**src/hw/rtl/alsp_pkg.sv**
```systemverilog
`timescale 1ns / 1ps
`default_nettype none
// ----------------------------------------------------------------------------
// Anti-aliased line stepper package
// Shared constants, register indexes and the command flag type that travels
// from the front end to the back end through the command queue.
// ----------------------------------------------------------------------------
package alsp_pkg;

   // Default coordinate and fraction widths.
   localparam int COORD_BITS_DEF = 16;
   localparam int FRAC_BITS_DEF  = 16;

   // Window registers.
   localparam int WIN_BITS = 13;
   localparam logic [WIN_BITS-1:0] WIN_WIDTH_RST  = 13'd1024;
   localparam logic [WIN_BITS-1:0] WIN_HEIGHT_RST = 13'd768;

   // Configuration register indexes.
   localparam int CSR_IDX_BITS = 1;
   typedef enum logic [CSR_IDX_BITS-1:0] {
      CSR_WINDOW_WIDTH  = 1'b0,
      CSR_WINDOW_HEIGHT = 1'b1
   } csr_index_type;

   // Input item kinds.
   localparam logic KIND_START = 1'b0;
   localparam logic KIND_STEP  = 1'b1;

   // Command queue depth, a power of two.
   localparam int QUEUE_DEPTH = 2;

   // Classification of one command.
   typedef struct packed {
      logic is_step;
      logic reject;
      logic steep;
      logic swap;
      logic dy_neg;
      logic dx_zero;
   } cmd_flags_type;

   localparam int CMD_FLAG_BITS    = $bits(cmd_flags_type);
   // Coordinate fields of a command: column start, column end, minor start,
   // major distance and minor distance.
   localparam int CMD_COORD_FIELDS = 5;

endpackage
`default_nettype wire

```
**src/hw/rtl/alsp_if.sv**
```systemverilog
`timescale 1ns / 1ps
`default_nettype none
// ----------------------------------------------------------------------------
// Anti-aliased line stepper channels
// Request and response channels with a valid/ready transfer handshake.
// ----------------------------------------------------------------------------
interface alsp_req_if
   import alsp_pkg::*;
#(
   parameter int COORD_BITS = COORD_BITS_DEF
);
   logic                         valid;
   logic                         ready;
   logic                         kind;
   logic signed [COORD_BITS-1:0] start_x;
   logic signed [COORD_BITS-1:0] start_y;
   logic signed [COORD_BITS-1:0] end_x;
   logic signed [COORD_BITS-1:0] end_y;

   modport source (
      output valid, kind, start_x, start_y, end_x, end_y,
      input  ready
   );
   modport sink (
      input  valid, kind, start_x, start_y, end_x, end_y,
      output ready
   );
endinterface

interface alsp_rsp_if
   import alsp_pkg::*;
#(
   parameter int COORD_BITS = COORD_BITS_DEF,
   parameter int FRAC_BITS  = FRAC_BITS_DEF
);
   logic                         valid;
   logic                         ready;
   logic                         accepted;
   logic                         pixel_valid;
   logic signed [COORD_BITS-1:0] first_x;
   logic signed [COORD_BITS-1:0] first_y;
   logic signed [COORD_BITS-1:0] second_x;
   logic signed [COORD_BITS-1:0] second_y;
   logic [FRAC_BITS:0]           weight_first;
   logic [FRAC_BITS-1:0]         weight_second;
   logic                         reversed;
   logic                         last;

   modport source (
      output valid, accepted, pixel_valid, first_x, first_y, second_x, second_y,
             weight_first, weight_second, reversed, last,
      input  ready
   );
   modport sink (
      input  valid, accepted, pixel_valid, first_x, first_y, second_x, second_y,
             weight_first, weight_second, reversed, last,
      output ready
   );
endinterface
`default_nettype wire

```
**src/hw/rtl/alsp_front.sv**
```systemverilog
`timescale 1ns / 1ps
`default_nettype none
// ----------------------------------------------------------------------------
// Line stepper front end
// Holds the window registers, takes request transfers and classifies them:
// window rejection, steepness, axis swap and endpoint order.
// ----------------------------------------------------------------------------
module alsp_front
   import alsp_pkg::*;
#(
   parameter int COORD_BITS = COORD_BITS_DEF
) (
   input  wire logic                                   clock,
   input  wire logic                                   reset,
   input  wire logic                                   csr_we,
   input  wire logic [CSR_IDX_BITS-1:0]                csr_index,
   input  wire logic [WIN_BITS-1:0]                    csr_wdata,
   alsp_req_if.sink                                    req_ch,
   output logic                                        push_valid,
   input  wire logic                                   push_ready,
   output cmd_flags_type                               push_flags,
   output logic [CMD_COORD_FIELDS*COORD_BITS-1:0]      push_data
);

   localparam int CB    = COORD_BITS;
   localparam int CMP_W = (CB > WIN_BITS) ? CB : WIN_BITS;

   // True when a coordinate is negative or at or beyond its window limit.
   function automatic logic off_window(logic signed [CB-1:0] c, logic [WIN_BITS-1:0] lim);
      logic [CMP_W-1:0] c_ext;
      logic [CMP_W-1:0] lim_ext;
      c_ext   = CMP_W'($unsigned(c));
      lim_ext = CMP_W'(lim);
      return c[CB-1] || (c_ext >= lim_ext);
   endfunction

   logic [WIN_BITS-1:0]  x_limit_ff;
   logic [WIN_BITS-1:0]  y_limit_ff;

   logic                 accept;
   logic                 s1_valid_ff;
   logic                 s1_valid_in;
   logic                 s1_step_ff;
   logic                 s1_reject_ff;
   logic signed [CB-1:0] s1_sx_ff;
   logic signed [CB-1:0] s1_sy_ff;
   logic signed [CB-1:0] s1_ex_ff;
   logic signed [CB-1:0] s1_ey_ff;
   logic [CB:0]          s1_dx_ff;
   logic [CB:0]          s1_dy_ff;
   logic [CB:0]          diff_x;
   logic [CB:0]          diff_y;

   logic [CB-1:0]        abs_x;
   logic [CB-1:0]        abs_y;
   logic                 steep;
   logic                 swap;
   logic                 min_neg;
   logic signed [CB-1:0] maj_s;
   logic signed [CB-1:0] maj_e;
   logic signed [CB-1:0] min_s;
   logic signed [CB-1:0] min_e;
   logic signed [CB-1:0] col_start;
   logic signed [CB-1:0] col_end;
   logic signed [CB-1:0] minor_start;
   logic [CB-1:0]        dist_maj;
   logic [CB-1:0]        dist_min;

   // Window registers, written at any configuration transfer.
   always_ff @(posedge clock) begin
      if (reset) begin
         x_limit_ff <= WIN_WIDTH_RST;
         y_limit_ff <= WIN_HEIGHT_RST;
      end else if (csr_we) begin
         unique case (csr_index_type'(csr_index))
            CSR_WINDOW_WIDTH:  x_limit_ff <= csr_wdata;
            CSR_WINDOW_HEIGHT: y_limit_ff <= csr_wdata;
         endcase
      end
   end

   // The first stage takes a transfer whenever it is empty or being drained.
   assign req_ch.ready = !s1_valid_ff || push_ready;
   assign accept       = req_ch.valid && req_ch.ready;

   assign diff_x = {req_ch.end_x[CB-1], req_ch.end_x} - {req_ch.start_x[CB-1], req_ch.start_x};
   assign diff_y = {req_ch.end_y[CB-1], req_ch.end_y} - {req_ch.start_y[CB-1], req_ch.start_y};

   always_comb begin
      s1_valid_in = s1_valid_ff;
      if (accept) begin
         s1_valid_in = 1'b1;
      end else if (push_ready) begin
         s1_valid_in = 1'b0;
      end
   end

   // First stage: endpoint differences and window rejection.
   always_ff @(posedge clock) begin
      if (reset) begin
         s1_valid_ff <= 1'b0;
      end else begin
         s1_valid_ff <= s1_valid_in;
      end
      if (accept) begin
         s1_step_ff   <= (req_ch.kind == KIND_STEP);
         s1_reject_ff <= off_window(req_ch.start_x, x_limit_ff) ||
                         off_window(req_ch.start_y, y_limit_ff) ?
                         (off_window(req_ch.end_x, x_limit_ff) ||
                          off_window(req_ch.end_y, y_limit_ff)) : 1'b0;
         s1_sx_ff     <= req_ch.start_x;
         s1_sy_ff     <= req_ch.start_y;
         s1_ex_ff     <= req_ch.end_x;
         s1_ey_ff     <= req_ch.end_y;
         s1_dx_ff     <= diff_x;
         s1_dy_ff     <= diff_y;
      end
   end

   // Second stage: magnitudes, steepness, axis swap and left-to-right order.
   always_comb begin
      abs_x = s1_dx_ff[CB] ? CB'(-s1_dx_ff) : CB'(s1_dx_ff);
      abs_y = s1_dy_ff[CB] ? CB'(-s1_dy_ff) : CB'(s1_dy_ff);
      steep = abs_y > abs_x;

      maj_s    = steep ? s1_sy_ff : s1_sx_ff;
      maj_e    = steep ? s1_ey_ff : s1_ex_ff;
      min_s    = steep ? s1_sx_ff : s1_sy_ff;
      min_e    = steep ? s1_ex_ff : s1_ey_ff;
      swap     = steep ? s1_dy_ff[CB] : s1_dx_ff[CB];
      min_neg  = steep ? s1_dx_ff[CB] : s1_dy_ff[CB];
      dist_maj = steep ? abs_y : abs_x;
      dist_min = steep ? abs_x : abs_y;

      col_start   = swap ? maj_e : maj_s;
      col_end     = swap ? maj_s : maj_e;
      minor_start = swap ? min_e : min_s;

      push_flags.is_step = s1_step_ff;
      push_flags.reject  = s1_reject_ff;
      push_flags.steep   = steep;
      push_flags.swap    = swap;
      // Reordering the endpoints flips the sign of the minor distance.
      push_flags.dy_neg  = min_neg ^ swap;
      push_flags.dx_zero = (dist_maj == '0);
   end

   assign push_valid = s1_valid_ff;
   assign push_data  = {col_start, col_end, minor_start, dist_maj, dist_min};

endmodule
`default_nettype wire

```
**src/hw/rtl/alsp_queue.sv**
```systemverilog
`timescale 1ns / 1ps
`default_nettype none
// ----------------------------------------------------------------------------
// Line stepper command queue
// A short first-in first-out queue between the front end and the back end.
// ----------------------------------------------------------------------------
module alsp_queue
   import alsp_pkg::*;
#(
   parameter int WIDTH = CMD_FLAG_BITS
) (
   input  wire logic             clock,
   input  wire logic             reset,
   input  wire logic             push_valid,
   output logic                  push_ready,
   input  wire logic [WIDTH-1:0] push_data,
   output logic                  pop_valid,
   input  wire logic             pop_ready,
   output logic [WIDTH-1:0]      pop_data
);

   localparam int PTR_W = $clog2(QUEUE_DEPTH);
   localparam int CNT_W = $clog2(QUEUE_DEPTH + 1);

   logic [WIDTH-1:0] entry_ff [QUEUE_DEPTH];
   logic [PTR_W-1:0] wr_ptr_ff;
   logic [PTR_W-1:0] rd_ptr_ff;
   logic [CNT_W-1:0] count_ff;
   logic [CNT_W-1:0] count_in;
   logic             do_push;
   logic             do_pop;

   assign push_ready = (count_ff != CNT_W'(QUEUE_DEPTH));
   assign pop_valid  = (count_ff != '0);
   assign pop_data   = entry_ff[rd_ptr_ff];
   assign do_push    = push_valid && push_ready;
   assign do_pop     = pop_valid && pop_ready;

   always_comb begin
      unique case ({do_push, do_pop})
         2'b10:   count_in = count_ff + 1'b1;
         2'b01:   count_in = count_ff - 1'b1;
         default: count_in = count_ff;
      endcase
   end

   // Pointers wrap on their own since the depth is a power of two.
   always_ff @(posedge clock) begin
      if (reset) begin
         wr_ptr_ff <= '0;
         rd_ptr_ff <= '0;
         count_ff  <= '0;
      end else begin
         count_ff <= count_in;
         if (do_push) begin
            wr_ptr_ff <= wr_ptr_ff + 1'b1;
         end
         if (do_pop) begin
            rd_ptr_ff <= rd_ptr_ff + 1'b1;
         end
      end
   end

   always_ff @(posedge clock) begin
      if (do_push) begin
         entry_ff[wr_ptr_ff] <= push_data;
      end
   end

endmodule
`default_nettype wire

```
**src/hw/rtl/alsp_back.sv**
```systemverilog
`timescale 1ns / 1ps
`default_nettype none
// ----------------------------------------------------------------------------
// Line stepper back end
// A start not rejected sets up the line and, if not a point, forms the slope
// with a restoring divider, one quotient bit per cycle; a step emits a column.
// ----------------------------------------------------------------------------
module alsp_back
   import alsp_pkg::*;
#(
   parameter int COORD_BITS = COORD_BITS_DEF,
   parameter int FRAC_BITS  = FRAC_BITS_DEF
) (
   input  wire logic                                   clock,
   input  wire logic                                   reset,
   input  wire logic                                   pop_valid,
   output logic                                        pop_ready,
   input  wire cmd_flags_type                          pop_flags,
   input  wire logic [CMD_COORD_FIELDS*COORD_BITS-1:0] pop_data,
   alsp_rsp_if.source                                  rsp_ch
);

   localparam int CB    = COORD_BITS;
   localparam int F     = FRAC_BITS;
   localparam int AW    = CB + F;
   localparam int SW    = F + 2;
   localparam int CNT_W = $clog2(F + 2);

   typedef enum logic {
      ST_RUN,
      ST_DIV
   } state_type;

   typedef struct packed {
      logic                 accepted;
      logic                 pixel_valid;
      logic signed [CB-1:0] first_x;
      logic signed [CB-1:0] first_y;
      logic signed [CB-1:0] second_x;
      logic signed [CB-1:0] second_y;
      logic [F:0]           weight_first;
      logic [F-1:0]         weight_second;
      logic                 reversed;
      logic                 last;
   } rsp_type;

   state_type            state_ff, state_in;
   logic                 line_active_ff, line_active_in;
   logic                 steep_ff, steep_in;
   logic                 swap_ff, swap_in;
   logic signed [CB-1:0] col_now_ff, col_now_in;
   logic signed [CB-1:0] col_end_ff, col_end_in;
   logic [AW-1:0]        acc_ff, acc_in;
   logic [SW-1:0]        slope_ff, slope_in;
   logic [CB:0]          div_rem_ff, div_rem_in;
   logic [F:0]           div_quo_ff, div_quo_in;
   logic [CB-1:0]        div_dx_ff, div_dx_in;
   logic [CNT_W-1:0]     div_cnt_ff, div_cnt_in;
   logic                 div_neg_ff, div_neg_in;
   logic                 rsp_valid_ff, rsp_valid_in;
   rsp_type              rsp_ff, rsp_in;

   logic                 out_free;
   logic signed [CB-1:0] cmd_col_start;
   logic signed [CB-1:0] cmd_col_end;
   logic signed [CB-1:0] cmd_minor;
   logic [CB-1:0]        cmd_dist_maj;
   logic [CB-1:0]        cmd_dist_min;

   logic signed [CB-1:0] ip;
   logic signed [CB-1:0] ip_next;
   logic [F-1:0]         frac;
   logic [F:0]           frac_inv;
   logic                 fin;
   logic                 div_ge;
   logic [CB:0]          div_sub;
   logic [SW-1:0]        quo_ext;

   // Command fields, packed by the front end.
   assign cmd_col_start = pop_data[5*CB-1 -: CB];
   assign cmd_col_end   = pop_data[4*CB-1 -: CB];
   assign cmd_minor     = pop_data[3*CB-1 -: CB];
   assign cmd_dist_maj  = pop_data[2*CB-1 -: CB];
   assign cmd_dist_min  = pop_data[CB-1:0];

   assign out_free  = !rsp_valid_ff || rsp_ch.ready;
   assign pop_ready = (state_ff == ST_RUN) && out_free;

   // Column terms: floor of the accumulator and its fraction.
   assign ip       = acc_ff[AW-1:F];
   assign ip_next  = ip + 1'b1;
   assign frac     = acc_ff[F-1:0];
   assign frac_inv = {1'b1, {F{1'b0}}} - {1'b0, frac};
   assign fin      = col_now_ff >= col_end_ff;

   // One restoring divider step.
   assign div_ge  = div_rem_ff >= {1'b0, div_dx_ff};
   assign div_sub = div_ge ? (div_rem_ff - {1'b0, div_dx_ff}) : div_rem_ff;
   assign quo_ext = {1'b0, div_quo_ff};

   always_comb begin
      state_in       = state_ff;
      line_active_in = line_active_ff;
      steep_in       = steep_ff;
      swap_in        = swap_ff;
      col_now_in     = col_now_ff;
      col_end_in     = col_end_ff;
      acc_in         = acc_ff;
      slope_in       = slope_ff;
      div_rem_in     = div_rem_ff;
      div_quo_in     = div_quo_ff;
      div_dx_in      = div_dx_ff;
      div_cnt_in     = div_cnt_ff;
      div_neg_in     = div_neg_ff;
      rsp_in         = rsp_ff;
      rsp_valid_in   = rsp_valid_ff && !rsp_ch.ready;

      unique case (state_ff)
         ST_RUN: begin
            if (pop_valid && out_free) begin
               rsp_valid_in = 1'b1;
               rsp_in       = '0;
               if (pop_flags.is_step) begin
                  // Emit one column of the running line.
                  if (line_active_ff) begin
                     rsp_in.pixel_valid   = 1'b1;
                     rsp_in.first_x       = steep_ff ? ip : col_now_ff;
                     rsp_in.first_y       = steep_ff ? col_now_ff : ip;
                     rsp_in.second_x      = steep_ff ? ip_next : col_now_ff;
                     rsp_in.second_y      = steep_ff ? col_now_ff : ip_next;
                     rsp_in.weight_first  = frac_inv;
                     rsp_in.weight_second = frac;
                     rsp_in.reversed      = swap_ff;
                     rsp_in.last          = fin;
                     if (fin) begin
                        line_active_in = 1'b0;
                     end else begin
                        col_now_in = col_now_ff + 1'b1;
                        acc_in     = acc_ff + {{(AW-SW){slope_ff[SW-1]}}, slope_ff};
                     end
                  end
               end else if (pop_flags.reject) begin
                  line_active_in = 1'b0;
                  swap_in        = 1'b0;
               end else begin
                  // Set up the new line; the slope follows.
                  line_active_in = 1'b1;
                  steep_in       = pop_flags.steep;
                  swap_in        = pop_flags.swap;
                  col_now_in     = cmd_col_start;
                  col_end_in     = cmd_col_end;
                  acc_in         = {cmd_minor, {F{1'b0}}};
                  if (pop_flags.dx_zero) begin
                     slope_in        = {2'b01, {F{1'b0}}};
                     rsp_in.accepted = 1'b1;
                     rsp_in.reversed = pop_flags.swap;
                  end else begin
                     rsp_valid_in = rsp_valid_ff && !rsp_ch.ready;
                     rsp_in       = rsp_ff;
                     div_rem_in   = {1'b0, cmd_dist_min};
                     div_quo_in   = '0;
                     div_dx_in    = cmd_dist_maj;
                     div_cnt_in   = CNT_W'(F + 1);
                     div_neg_in   = pop_flags.dy_neg;
                     state_in     = ST_DIV;
                  end
               end
            end
         end
         ST_DIV: begin
            if (div_cnt_ff != '0) begin
               div_rem_in = {div_sub[CB-1:0], 1'b0};
               div_quo_in = {div_quo_ff[F-1:0], div_ge};
               div_cnt_in = div_cnt_ff - 1'b1;
            end else if (out_free) begin
               // Quotient done: apply the sign and answer the start.
               slope_in        = div_neg_ff ? (SW'(0) - quo_ext) : quo_ext;
               rsp_valid_in    = 1'b1;
               rsp_in          = '0;
               rsp_in.accepted = 1'b1;
               rsp_in.reversed = swap_ff;
               state_in        = ST_RUN;
            end
         end
      endcase
   end

   // State, line registers, divider and the response register.
   always_ff @(posedge clock) begin
      if (reset) begin
         state_ff       <= ST_RUN;
         line_active_ff <= 1'b0;
         steep_ff       <= 1'b0;
         swap_ff        <= 1'b0;
         div_cnt_ff     <= '0;
         rsp_valid_ff   <= 1'b0;
      end else begin
         state_ff       <= state_in;
         line_active_ff <= line_active_in;
         steep_ff       <= steep_in;
         swap_ff        <= swap_in;
         div_cnt_ff     <= div_cnt_in;
         rsp_valid_ff   <= rsp_valid_in;
      end
      col_now_ff <= col_now_in;
      col_end_ff <= col_end_in;
      acc_ff     <= acc_in;
      slope_ff   <= slope_in;
      div_rem_ff <= div_rem_in;
      div_quo_ff <= div_quo_in;
      div_dx_ff  <= div_dx_in;
      div_neg_ff <= div_neg_in;
      rsp_ff     <= rsp_in;
   end

   assign rsp_ch.valid         = rsp_valid_ff;
   assign rsp_ch.accepted      = rsp_ff.accepted;
   assign rsp_ch.pixel_valid   = rsp_ff.pixel_valid;
   assign rsp_ch.first_x       = rsp_ff.first_x;
   assign rsp_ch.first_y       = rsp_ff.first_y;
   assign rsp_ch.second_x      = rsp_ff.second_x;
   assign rsp_ch.second_y      = rsp_ff.second_y;
   assign rsp_ch.weight_first  = rsp_ff.weight_first;
   assign rsp_ch.weight_second = rsp_ff.weight_second;
   assign rsp_ch.reversed      = rsp_ff.reversed;
   assign rsp_ch.last          = rsp_ff.last;

endmodule
`default_nettype wire

```
**src/hw/rtl/antialiased_line_stepper_top.sv**
```systemverilog
`timescale 1ns / 1ps
`default_nettype none
// ----------------------------------------------------------------------------
// Anti-aliased line stepper
// Wu-style line generator: a start sets up a line, each step emits one column
// of two neighboring pixels with their coverage weights.
// ----------------------------------------------------------------------------
//  Channel   Direction  Handshake     Carries
//  req_ch    in         valid/ready   kind, start_x, start_y, end_x, end_y
//  rsp_ch    out        valid/ready   accepted, pixel_valid, pixel pair, weights,
//                                     reversed, last
//  csr_*     in         csr_we        csr_index, csr_wdata (window size)
//
// Step transfers stream at one per cycle while the response side is ready and
// no start is dividing: the back end then emits a column per cycle. A start
// holds the back end while the restoring divider forms the slope one quotient
// bit per cycle; a rejected or zero-length start skips the divider. A request
// is registered in the front end, the queue and the response register in turn.
// Reset is synchronous and needs no clearing pass.
// A two-entry command queue and the response register let either side stall.
// ----------------------------------------------------------------------------
module antialiased_line_stepper_top
   import alsp_pkg::*;
#(
   parameter int COORD_BITS = COORD_BITS_DEF,
   parameter int FRAC_BITS  = FRAC_BITS_DEF
) (
   input  wire logic                    clock,
   input  wire logic                    reset,
   input  wire logic                    csr_we,
   input  wire logic [CSR_IDX_BITS-1:0] csr_index,
   input  wire logic [WIN_BITS-1:0]     csr_wdata,
   alsp_req_if.sink                     req_ch,
   alsp_rsp_if.source                   rsp_ch
);

   localparam int DATA_W = CMD_COORD_FIELDS * COORD_BITS;
   localparam int Q_W    = CMD_FLAG_BITS + DATA_W;

   logic              push_valid;
   logic              push_ready;
   cmd_flags_type     push_flags;
   logic [DATA_W-1:0] push_data;
   logic              pop_valid;
   logic              pop_ready;
   logic [Q_W-1:0]    pop_entry;
   cmd_flags_type     pop_flags;

   // Classification of incoming transfers.
   alsp_front #(
      .COORD_BITS (COORD_BITS)
   ) u_front (
      .clock      (clock),
      .reset      (reset),
      .csr_we     (csr_we),
      .csr_index  (csr_index),
      .csr_wdata  (csr_wdata),
      .req_ch     (req_ch),
      .push_valid (push_valid),
      .push_ready (push_ready),
      .push_flags (push_flags),
      .push_data  (push_data)
   );

   // Commands waiting for the back end.
   alsp_queue #(
      .WIDTH (Q_W)
   ) u_queue (
      .clock      (clock),
      .reset      (reset),
      .push_valid (push_valid),
      .push_ready (push_ready),
      .push_data  ({push_flags, push_data}),
      .pop_valid  (pop_valid),
      .pop_ready  (pop_ready),
      .pop_data   (pop_entry)
   );

   assign pop_flags = cmd_flags_type'(pop_entry[Q_W-1 -: CMD_FLAG_BITS]);

   // Line setup, slope division and column generation.
   alsp_back #(
      .COORD_BITS (COORD_BITS),
      .FRAC_BITS  (FRAC_BITS)
   ) u_back (
      .clock     (clock),
      .reset     (reset),
      .pop_valid (pop_valid),
      .pop_ready (pop_ready),
      .pop_flags (pop_flags),
      .pop_data  (pop_entry[DATA_W-1:0]),
      .rsp_ch    (rsp_ch)
   );

endmodule
`default_nettype wire

```
**src/flat_wrapper.sv**
```systemverilog
// flat-port wrapper written by rule: the top's interface ports become plain ports
module antialiased_line_stepper_top_flat import alsp_pkg::*;
#(
   parameter int COORD_BITS = COORD_BITS_DEF,
   parameter int FRAC_BITS  = FRAC_BITS_DEF
)
  (clock, reset, csr_we, csr_index, csr_wdata, req_ch_valid, req_ch_kind, req_ch_start_x, req_ch_start_y, req_ch_end_x, req_ch_end_y, req_ch_ready, rsp_ch_valid, rsp_ch_accepted, rsp_ch_pixel_valid, rsp_ch_first_x, rsp_ch_first_y, rsp_ch_second_x, rsp_ch_second_y, rsp_ch_weight_first, rsp_ch_weight_second, rsp_ch_reversed, rsp_ch_last, rsp_ch_ready);
  alsp_req_if #(.COORD_BITS(COORD_BITS)) req_ch_i ();
  alsp_rsp_if #(.COORD_BITS(COORD_BITS), .FRAC_BITS(FRAC_BITS)) rsp_ch_i ();
  input  wire logic clock;
  input  wire logic reset;
  input  wire logic csr_we;
  input  wire logic [CSR_IDX_BITS-1:0] csr_index;
  input  wire logic [WIN_BITS-1:0] csr_wdata;
  input wire logic [$bits(req_ch_i.valid)-1:0] req_ch_valid;
  input wire logic [$bits(req_ch_i.kind)-1:0] req_ch_kind;
  input wire logic [$bits(req_ch_i.start_x)-1:0] req_ch_start_x;
  input wire logic [$bits(req_ch_i.start_y)-1:0] req_ch_start_y;
  input wire logic [$bits(req_ch_i.end_x)-1:0] req_ch_end_x;
  input wire logic [$bits(req_ch_i.end_y)-1:0] req_ch_end_y;
  output wire logic [$bits(req_ch_i.ready)-1:0] req_ch_ready;
  output wire logic [$bits(rsp_ch_i.valid)-1:0] rsp_ch_valid;
  output wire logic [$bits(rsp_ch_i.accepted)-1:0] rsp_ch_accepted;
  output wire logic [$bits(rsp_ch_i.pixel_valid)-1:0] rsp_ch_pixel_valid;
  output wire logic [$bits(rsp_ch_i.first_x)-1:0] rsp_ch_first_x;
  output wire logic [$bits(rsp_ch_i.first_y)-1:0] rsp_ch_first_y;
  output wire logic [$bits(rsp_ch_i.second_x)-1:0] rsp_ch_second_x;
  output wire logic [$bits(rsp_ch_i.second_y)-1:0] rsp_ch_second_y;
  output wire logic [$bits(rsp_ch_i.weight_first)-1:0] rsp_ch_weight_first;
  output wire logic [$bits(rsp_ch_i.weight_second)-1:0] rsp_ch_weight_second;
  output wire logic [$bits(rsp_ch_i.reversed)-1:0] rsp_ch_reversed;
  output wire logic [$bits(rsp_ch_i.last)-1:0] rsp_ch_last;
  input wire logic [$bits(rsp_ch_i.ready)-1:0] rsp_ch_ready;
  assign req_ch_i.valid = req_ch_valid;
  assign req_ch_i.kind = req_ch_kind;
  assign req_ch_i.start_x = req_ch_start_x;
  assign req_ch_i.start_y = req_ch_start_y;
  assign req_ch_i.end_x = req_ch_end_x;
  assign req_ch_i.end_y = req_ch_end_y;
  assign req_ch_ready = req_ch_i.ready;
  assign rsp_ch_valid = rsp_ch_i.valid;
  assign rsp_ch_accepted = rsp_ch_i.accepted;
  assign rsp_ch_pixel_valid = rsp_ch_i.pixel_valid;
  assign rsp_ch_first_x = rsp_ch_i.first_x;
  assign rsp_ch_first_y = rsp_ch_i.first_y;
  assign rsp_ch_second_x = rsp_ch_i.second_x;
  assign rsp_ch_second_y = rsp_ch_i.second_y;
  assign rsp_ch_weight_first = rsp_ch_i.weight_first;
  assign rsp_ch_weight_second = rsp_ch_i.weight_second;
  assign rsp_ch_reversed = rsp_ch_i.reversed;
  assign rsp_ch_last = rsp_ch_i.last;
  assign rsp_ch_i.ready = rsp_ch_ready;
  antialiased_line_stepper_top #(.COORD_BITS(COORD_BITS), .FRAC_BITS(FRAC_BITS)) u_core (.clock(clock), .reset(reset), .csr_we(csr_we), .csr_index(csr_index), .csr_wdata(csr_wdata), .req_ch(req_ch_i), .rsp_ch(rsp_ch_i));
endmodule
```
**config.mk**
```make
export PLATFORM = sky130hd
export DESIGN_NAME = antialiased_line_stepper_top_flat
export DESIGN_NICKNAME = d
export VERILOG_FILES = /design/src/hw/rtl/alsp_pkg.sv /design/src/hw/rtl/alsp_if.sv /design/src/hw/rtl/alsp_front.sv /design/src/hw/rtl/alsp_queue.sv /design/src/hw/rtl/alsp_back.sv /design/src/hw/rtl/antialiased_line_stepper_top.sv /design/src/flat_wrapper.sv
export SDC_FILE = /design/constraint.sdc
export NUM_CORES = 1
export LEC_CHECK = 0
export ABC_AREA = 1
export BUFFER_PORTS_ARGS = -buffer_cell sky130_fd_sc_hd__buf_2
export CAP_MARGIN = 30
export CORE_UTILIZATION = 55
export CTS_CLUSTER_DIAMETER = 50
export CTS_CLUSTER_SIZE = 30
export DETAILED_ROUTE_END_ITERATION = 6
export PLACE_DENSITY = 0.73
export SYNTH_ARGS = -nofsm -noshare
export SYNTH_HDL_FRONTEND = slang
export SYNTH_SLANG_ARGS = --single-unit
```
**constraint.sdc**
```tcl
create_clock -name clock -period 7.8 [get_ports clock]
set_clock_uncertainty 0.05 [all_clocks]
set_input_delay 0.39 -clock clock [delete_from_list [all_inputs] [get_ports clock]]
set_output_delay 0.39 -clock clock [all_outputs]
set_load 0.03 [all_outputs]
```
## Word-level counts from Yosys, hierarchy flattened

Memories as Yosys holds them, arrays and structs flattened. A register that Yosys moved wholly into a read port is not among the register bits.
Index checks and enable logic that the tools add are counted.

| storage, ports and cells | value |
|---|---|
| RAM bits | 172 |
| bits of input ports | 84 |
| word-level logic and storage cells | 204 |
| register bits | 375 |
| bits in read-only memories | 0 |
| memories kept | 1 |
| output and inout bits | 103 |
| bits in latches | 0 |

Memory list:

| memory | words | bits a word | read ports | clocked after memory_dff | write ports | line | RTL |
|---|---|---|---|---|---|---|---|
| u_core.u_queue.entry_ff | 2 | 86 | 1 | 1 | 1 | alsp_queue.sv:25 | `logic [WIDTH-1:0] entry_ff [QUEUE_DEPTH];` |

| operators by class | value |
|---|---|
| $add $sub $neg | 15 |
| $lt $le $gt $ge | 7 |
| mux-type cells | 90 |
| reduce and logical (&&, ||, !) cells | 32 |
| eq/ne operators | 15 |
| div/mod/pow operators | 0 |
| shifts and indexed selects | 0 |
| bitwise gates (word level) | 6 |
| multiply operators | 0 |

Operator list:

| cell | count |
|---|---|
| 101-bit two-way mux | 4 |
| 16-bit two-way mux | 20 |
| 101-bit one-hot mux with 2 select lines | 1 |
| 100-bit two-way mux | 2 |
| 17-bit two-way mux | 10 |
| 32-bit two-way mux | 4 |
| 18-bit two-way mux | 7 |
| 98-bit two-way mux | 1 |
| 17-bit one-hot mux with 2 select lines | 2 |
| 16-bit by 13-bit greater-or-equal comparator with 1-bit output | 4 |
| 18-bit one-hot mux with 2 select lines | 1 |
| 16-bit by 16-bit subtractor with 17-bit output | 2 |
| 16-bit by 1-bit adder with 16-bit output, second input constant | 2 |
| 32-bit adder | 1 |
| 16-bit negator | 2 |
| 1-bit two-way mux | 29 |
| 5-bit two-way mux | 5 |
| 1-bit by 17-bit subtractor with 18-bit output, first input constant | 1 |
| 17-bit by 16-bit greater-or-equal comparator with 1-bit output | 1 |
| 17-bit by 16-bit subtractor with 17-bit output, first input constant | 1 |
| 16-bit greater-or-equal comparator | 1 |
| 16-bit > comparator | 1 |
| 16-bit zero test | 1 |
| 16-bit subtractor | 1 |
| other kinds (24) | 61 |

## Depth between registers and ports, before layout

| logic depth | value |
|---|---|
| depth after elaboration | 7 |
| depth in mapped cells | 25 |
| depth with buffers taken out | 24 |

## Modules after synthesis

From an unflattened synthesis, not the netlist that was laid out.

| second synthesis, totals | value |
|---|---|
| cells, all modules | 3309 |
| area, all modules | 31092.3 µm² |

Modules (own cells, without submodules):

| module | area an instance (µm²) | seq. area each (µm²) | instances | cells an instance |
|---|---|---|---|---|
| alsp_back | 14386.3 | 7196.9 | 1 | 1670 |
| alsp_front | 10054.6 | 3543.4 | 1 | 1333 |
| alsp_queue | 6651.4 | 5265.0 | 1 | 306 |

## Worst setup path before layout

OpenSTA, ideal clock, no wires.

| path | value |
|---|---|
| path type | reg2reg |
| from | register with a tool-made name |
| to | register u_core.u_back.rsp_ff (netlist bit u_core.u_back.rsp_ch.accepted) (enable) |
| stages on the path, launching flop included | 9 |
| clock period less this slack | 5.650 ns |
| required time | 7.190 ns |
| path buffers | 1 |
| setup time | 0.560 ns |
| arrival | 5.040 ns |
| path slack | 2.150 ns |
| path through | dfxtp_1 inv_2 buf_6 nand2_1 nand2_1 nor2_2 nand3_2 nand2_1 nor2_1 |

RTL lines:

| what | line | RTL |
|---|---|---|
| end signal, assigned | alsp_back.sv:213 | `rsp_ff <= rsp_in;` |
| end, declared | alsp_back.sv:61 | `rsp_type rsp_ff, rsp_in;` |

## Worst setup path after layout

| path | value |
|---|---|
| from | register u_core.u_front.s1_dy_ff[16] |
| to | memory u_core.u_queue.entry_ff[1][64] (netlist bit), data pin |

| between the ends | value |
|---|---|
| longest elaborated chain between the ends | 4 |
| elaborated cells between the ends (all ways) | 6 |
| those cells by class | 1 x order compare; 5 x mux |

Ends and longest elaborated chain:

| what | line | RTL |
|---|---|---|
| start, declared | alsp_front.sv:50 | `logic [CB:0] s1_dy_ff;` |
| start signal, assigned | alsp_front.sv:116 | `s1_dy_ff <= diff_y;` |
| 16-bit two-way mux | alsp_front.sv:123 | `abs_y = s1_dy_ff[CB] ? CB'(-s1_dy_ff) : CB'(s1_dy_ff);` |
| 16-bit > comparator | alsp_front.sv:124 | `steep = abs_y > abs_x;` |
| 16-bit two-way mux, or another cell as far along | alsp_front.sv:126 | `maj_s = steep ? s1_sy_ff : s1_sx_ff;` |
| 16-bit two-way mux (*) | alsp_front.sv:135 | `col_start = swap ? maj_e : maj_s;` |
| via u_core.push_data[64] | antialiased_line_stepper_top.sv:43 | `logic [DATA_W-1:0] push_data;` |
| end, declared | alsp_queue.sv:25 |  |

The timed path passes the listed nets; every way through them passes the cells marked *.

==> metrics.txt <==
status finished clean; Chip Height 235 microns; area taken by flip-flops and latches 16000 sq um; Worst-path clk slew 0.08 ns; Post-synth top cells nand2_1 (854), edfxtp_1 (505), inv_1 (385); Via density between 5 and 6; Die X around 240 microns; via count approximately 24000; routability cong. just under 1; final hold violation count 0; Pins Over Slew Limit 0; FFs w/ async S/R, synth 0%; PD cells 343 nW/um^2; core area 53800 sq um; Multi-input gate area between 10000 and 15000 sq um; count of buffers from port buffering 186; Worst Path Required about 8.1 ns; Pre-antenna DRT Iters 6; Main synth FF type edfxtp_1; post-synthesis sequential area ratio 53.5%; clk_lat worst skew 0.62 ns; Final setup viols 0; critical path type reg2reg; Slew @ Worst Pin 0.967 ns; fillcell total 4433; layout cells sized above 1 9.84%; Routed WL about 76000 microns; min Tclk post-route between 5 and 6 ns; crit end category flop; first-pass GRT wire length 121000 microns; Mapped Cells about 3300; Critical Path Fanout Max 67; CTS H-tree depth 2; most frequent cell after synthesis nand2_1; Yosys top cell by area edfxtp_1; CTS buffer count 55; CTS Buffer Depth 3; P&R area growth vs syn 14.0%; MaxCap Viol Count 0; root buffer cell clkbuf_16; EDFF count, synth around 510; GRT overflow 0; HP Class in2reg; Post-DRT Antenna Nets 0; Resize count post-CTS 0; Core Util, Final 63.4%; gr usage total between 20% and 30%; buffer count from post-CTS setup fixing 0; Worst Setup Start Kind flop; NumNets Final roughly 3800; Fin Setup TNS 0 ns; drt initial violations 1767; mean area per synthesized cell approximately 9.1 sq um; WL/cell 17.9 microns; clk sinks 547; Ant. Diodes 0; crit path DAT between 5 and 6 ns; pin count of the biggest net entering global routing about 120; synth warn 0; final worst-path cycle share around 64%; Unique masters post-synth 57; initial antenna violation count 0; Initial Utilization 55.6%; Detail Placement HPWL about 57000 microns; post-cts hold buffer count 61; die footprint 55400 sq um; top post-synthesis cells by area edfxtp_1 (51%), nand2_1 (11%), ha_1 (7.2%); Max-slew headroom ~36%; vias in the first global route around 23000; Netlist Area Pre-Place between 20000 and 30000 sq um; FF+latch count, synth approximately 550; RSZ-0062 raised after global routing no; maximum clock rate 199 MHz; LEAKAGE 14.8 nW; syn_nets between 3000 and 4000; DRC viols 0; TritonCTS clock tree done; top cell type's share of synthesized area 50.7%; row count 85; I/O pin cnt roughly 190; Peak VDD IR about 0.28 mV
## where the power goes
| group | total [mW] | switching [mW] | internal, mW | leakage [nW] |
|---|---|---|---|---|
| clock network | 2.79 | 1.33 | 1.46 | 0.936 |
| logic | 4.31 | 3.12 | 1.20 | 8.75 |
| registers | 4.59 | 0.323 | 4.27 | 5.11 |
| total | 11.7 | 4.77 | 6.93 | 14.8 |
## metal layers
| layer | vias up | global-route usage, % | routed length, microns |
|---|---|---|---|
| met4 | 0 | 10.7 | 2750 |
| li1 | 11600 | - | - |
| met5 | - | 0 | 0 |
| met3 | 169 | 3.18 | 3730 |
| met2 | 768 | 46.6 | 36600 |
| met1 | 11000 | 36.4 | 33300 |
## through the flow
| step | hold slack, ns | power [mW] | instances | cell area (sq um) | setup WS [ns] |
|---|---|---|---|---|---|
| 6_report | 0.0299 | 11.7 | 4262 | 34100 | 2.77 |
| 5_1_grt | 0.0121 | 12.4 | 4262 | 34100 | 2.35 |
| 4_1_cts | 0.00116 | 11.7 | 4260 | 34100 | 2.85 |
| 3_5_place_dp | 0.411 | 8.90 | 4096 | 31500 | 2.87 |
| 3_3_place_gp | 0.400 | 8.77 | 4093 | 31400 | 3.03 |
| 2_1_floorplan | 0.371 | 7.71 | 3297 | 29900 | 2.15 |
## critical path, stage by stage, from the launching register on
cell and delay, ns:
edfxtp_1 0.73, inv_1 0.35, or2_2 0.37, xor2_1 0.32, ha_1 0.29, nand2_1 0.06
inv_1 0.05, nand2_1 0.06, nand2_1 0.06, nand2_1 0.06, nand2_1 0.06, nand2_1 0.11
nand2_2 0.21, nand2_4 0.45, nand2_1 0.19, o21ai_4 0.09, buf_4 0.53, inv_2 0.44
nand2_1 0.15, nand2_1 0.09
## worst paths after layout
check / from / endpoint / slack [ns] / cells after the start
max: u_core.u_front.s1_dy_ff[16] / u_core.u_queue.entry_ff[1][64] / 2.77 / 19
min: req_ch_end_y[9] / u_core.u_front.s1_ey_ff[9] / 0.03 / 1
max reg2reg: u_core.u_front.s1_dy_ff[16] / u_core.u_queue.entry_ff[1][64] / 2.77 / 19
min reg2reg: u_core.u_back.line_active_ff / u_core.u_back.line_active_ff / 0.43 / 2
## flip-flops by register name, indices dropped and copies added (netlist names), 17 cells and up, named ones only
name,flops
u_core.u_back.acc_ff,32
u_core.u_back.slope_ff,18
u_core.u_back.div_quo_ff,17
u_core.u_front.s1_dx_ff,17
u_core.u_queue.entry_ff,172
u_core.u_back.div_rem_ff,17
u_core.u_front.s1_dy_ff,17
## cell type report
class                           count  area share (%)
Sequential cell                   547            46.9
Multi-Input combinational cell   2255            35.2
Timing Repair Buffer              268            5.23
Inverter                          393            4.33
Clock buffer                       59            4.20
Tap cell                          696            2.55
Clock inverter                     44            1.52
## cells in the final DEF, fill, tap and decap left out, types with 13 or more instances in the layout
cell             n
nand2_1        854
edfxtp_1       505
inv_1          382
nor2_1         275
a21oi_1        247
o21ai_0        237
buf_2          186
ha_1           172
nand3_1        134
dlygate4sd3_1   61
xor2_1          59
clkbuf_16       57
dfxtp_1         39
nor3_1          35
nand3b_1        31
o211ai_1        26
nand4_1         24
a31oi_1         19
xnor2_1         19
buf_4           16
o21ai_1         13
o21a_1          13
## cells by family after synthesis
group,after synthesis,share of synthesized area [%]
and+or+nand+nor,1398,19.3
AOI/OAI and AO/OA,600,10.9
DFF,547,53.5
buffers and inverters,495,6.48
adders and majority gates,176,7.46
xor gates and xnor gates,78,2.28
muxes,3,0.100
Power figures use the tool's default switching activity.
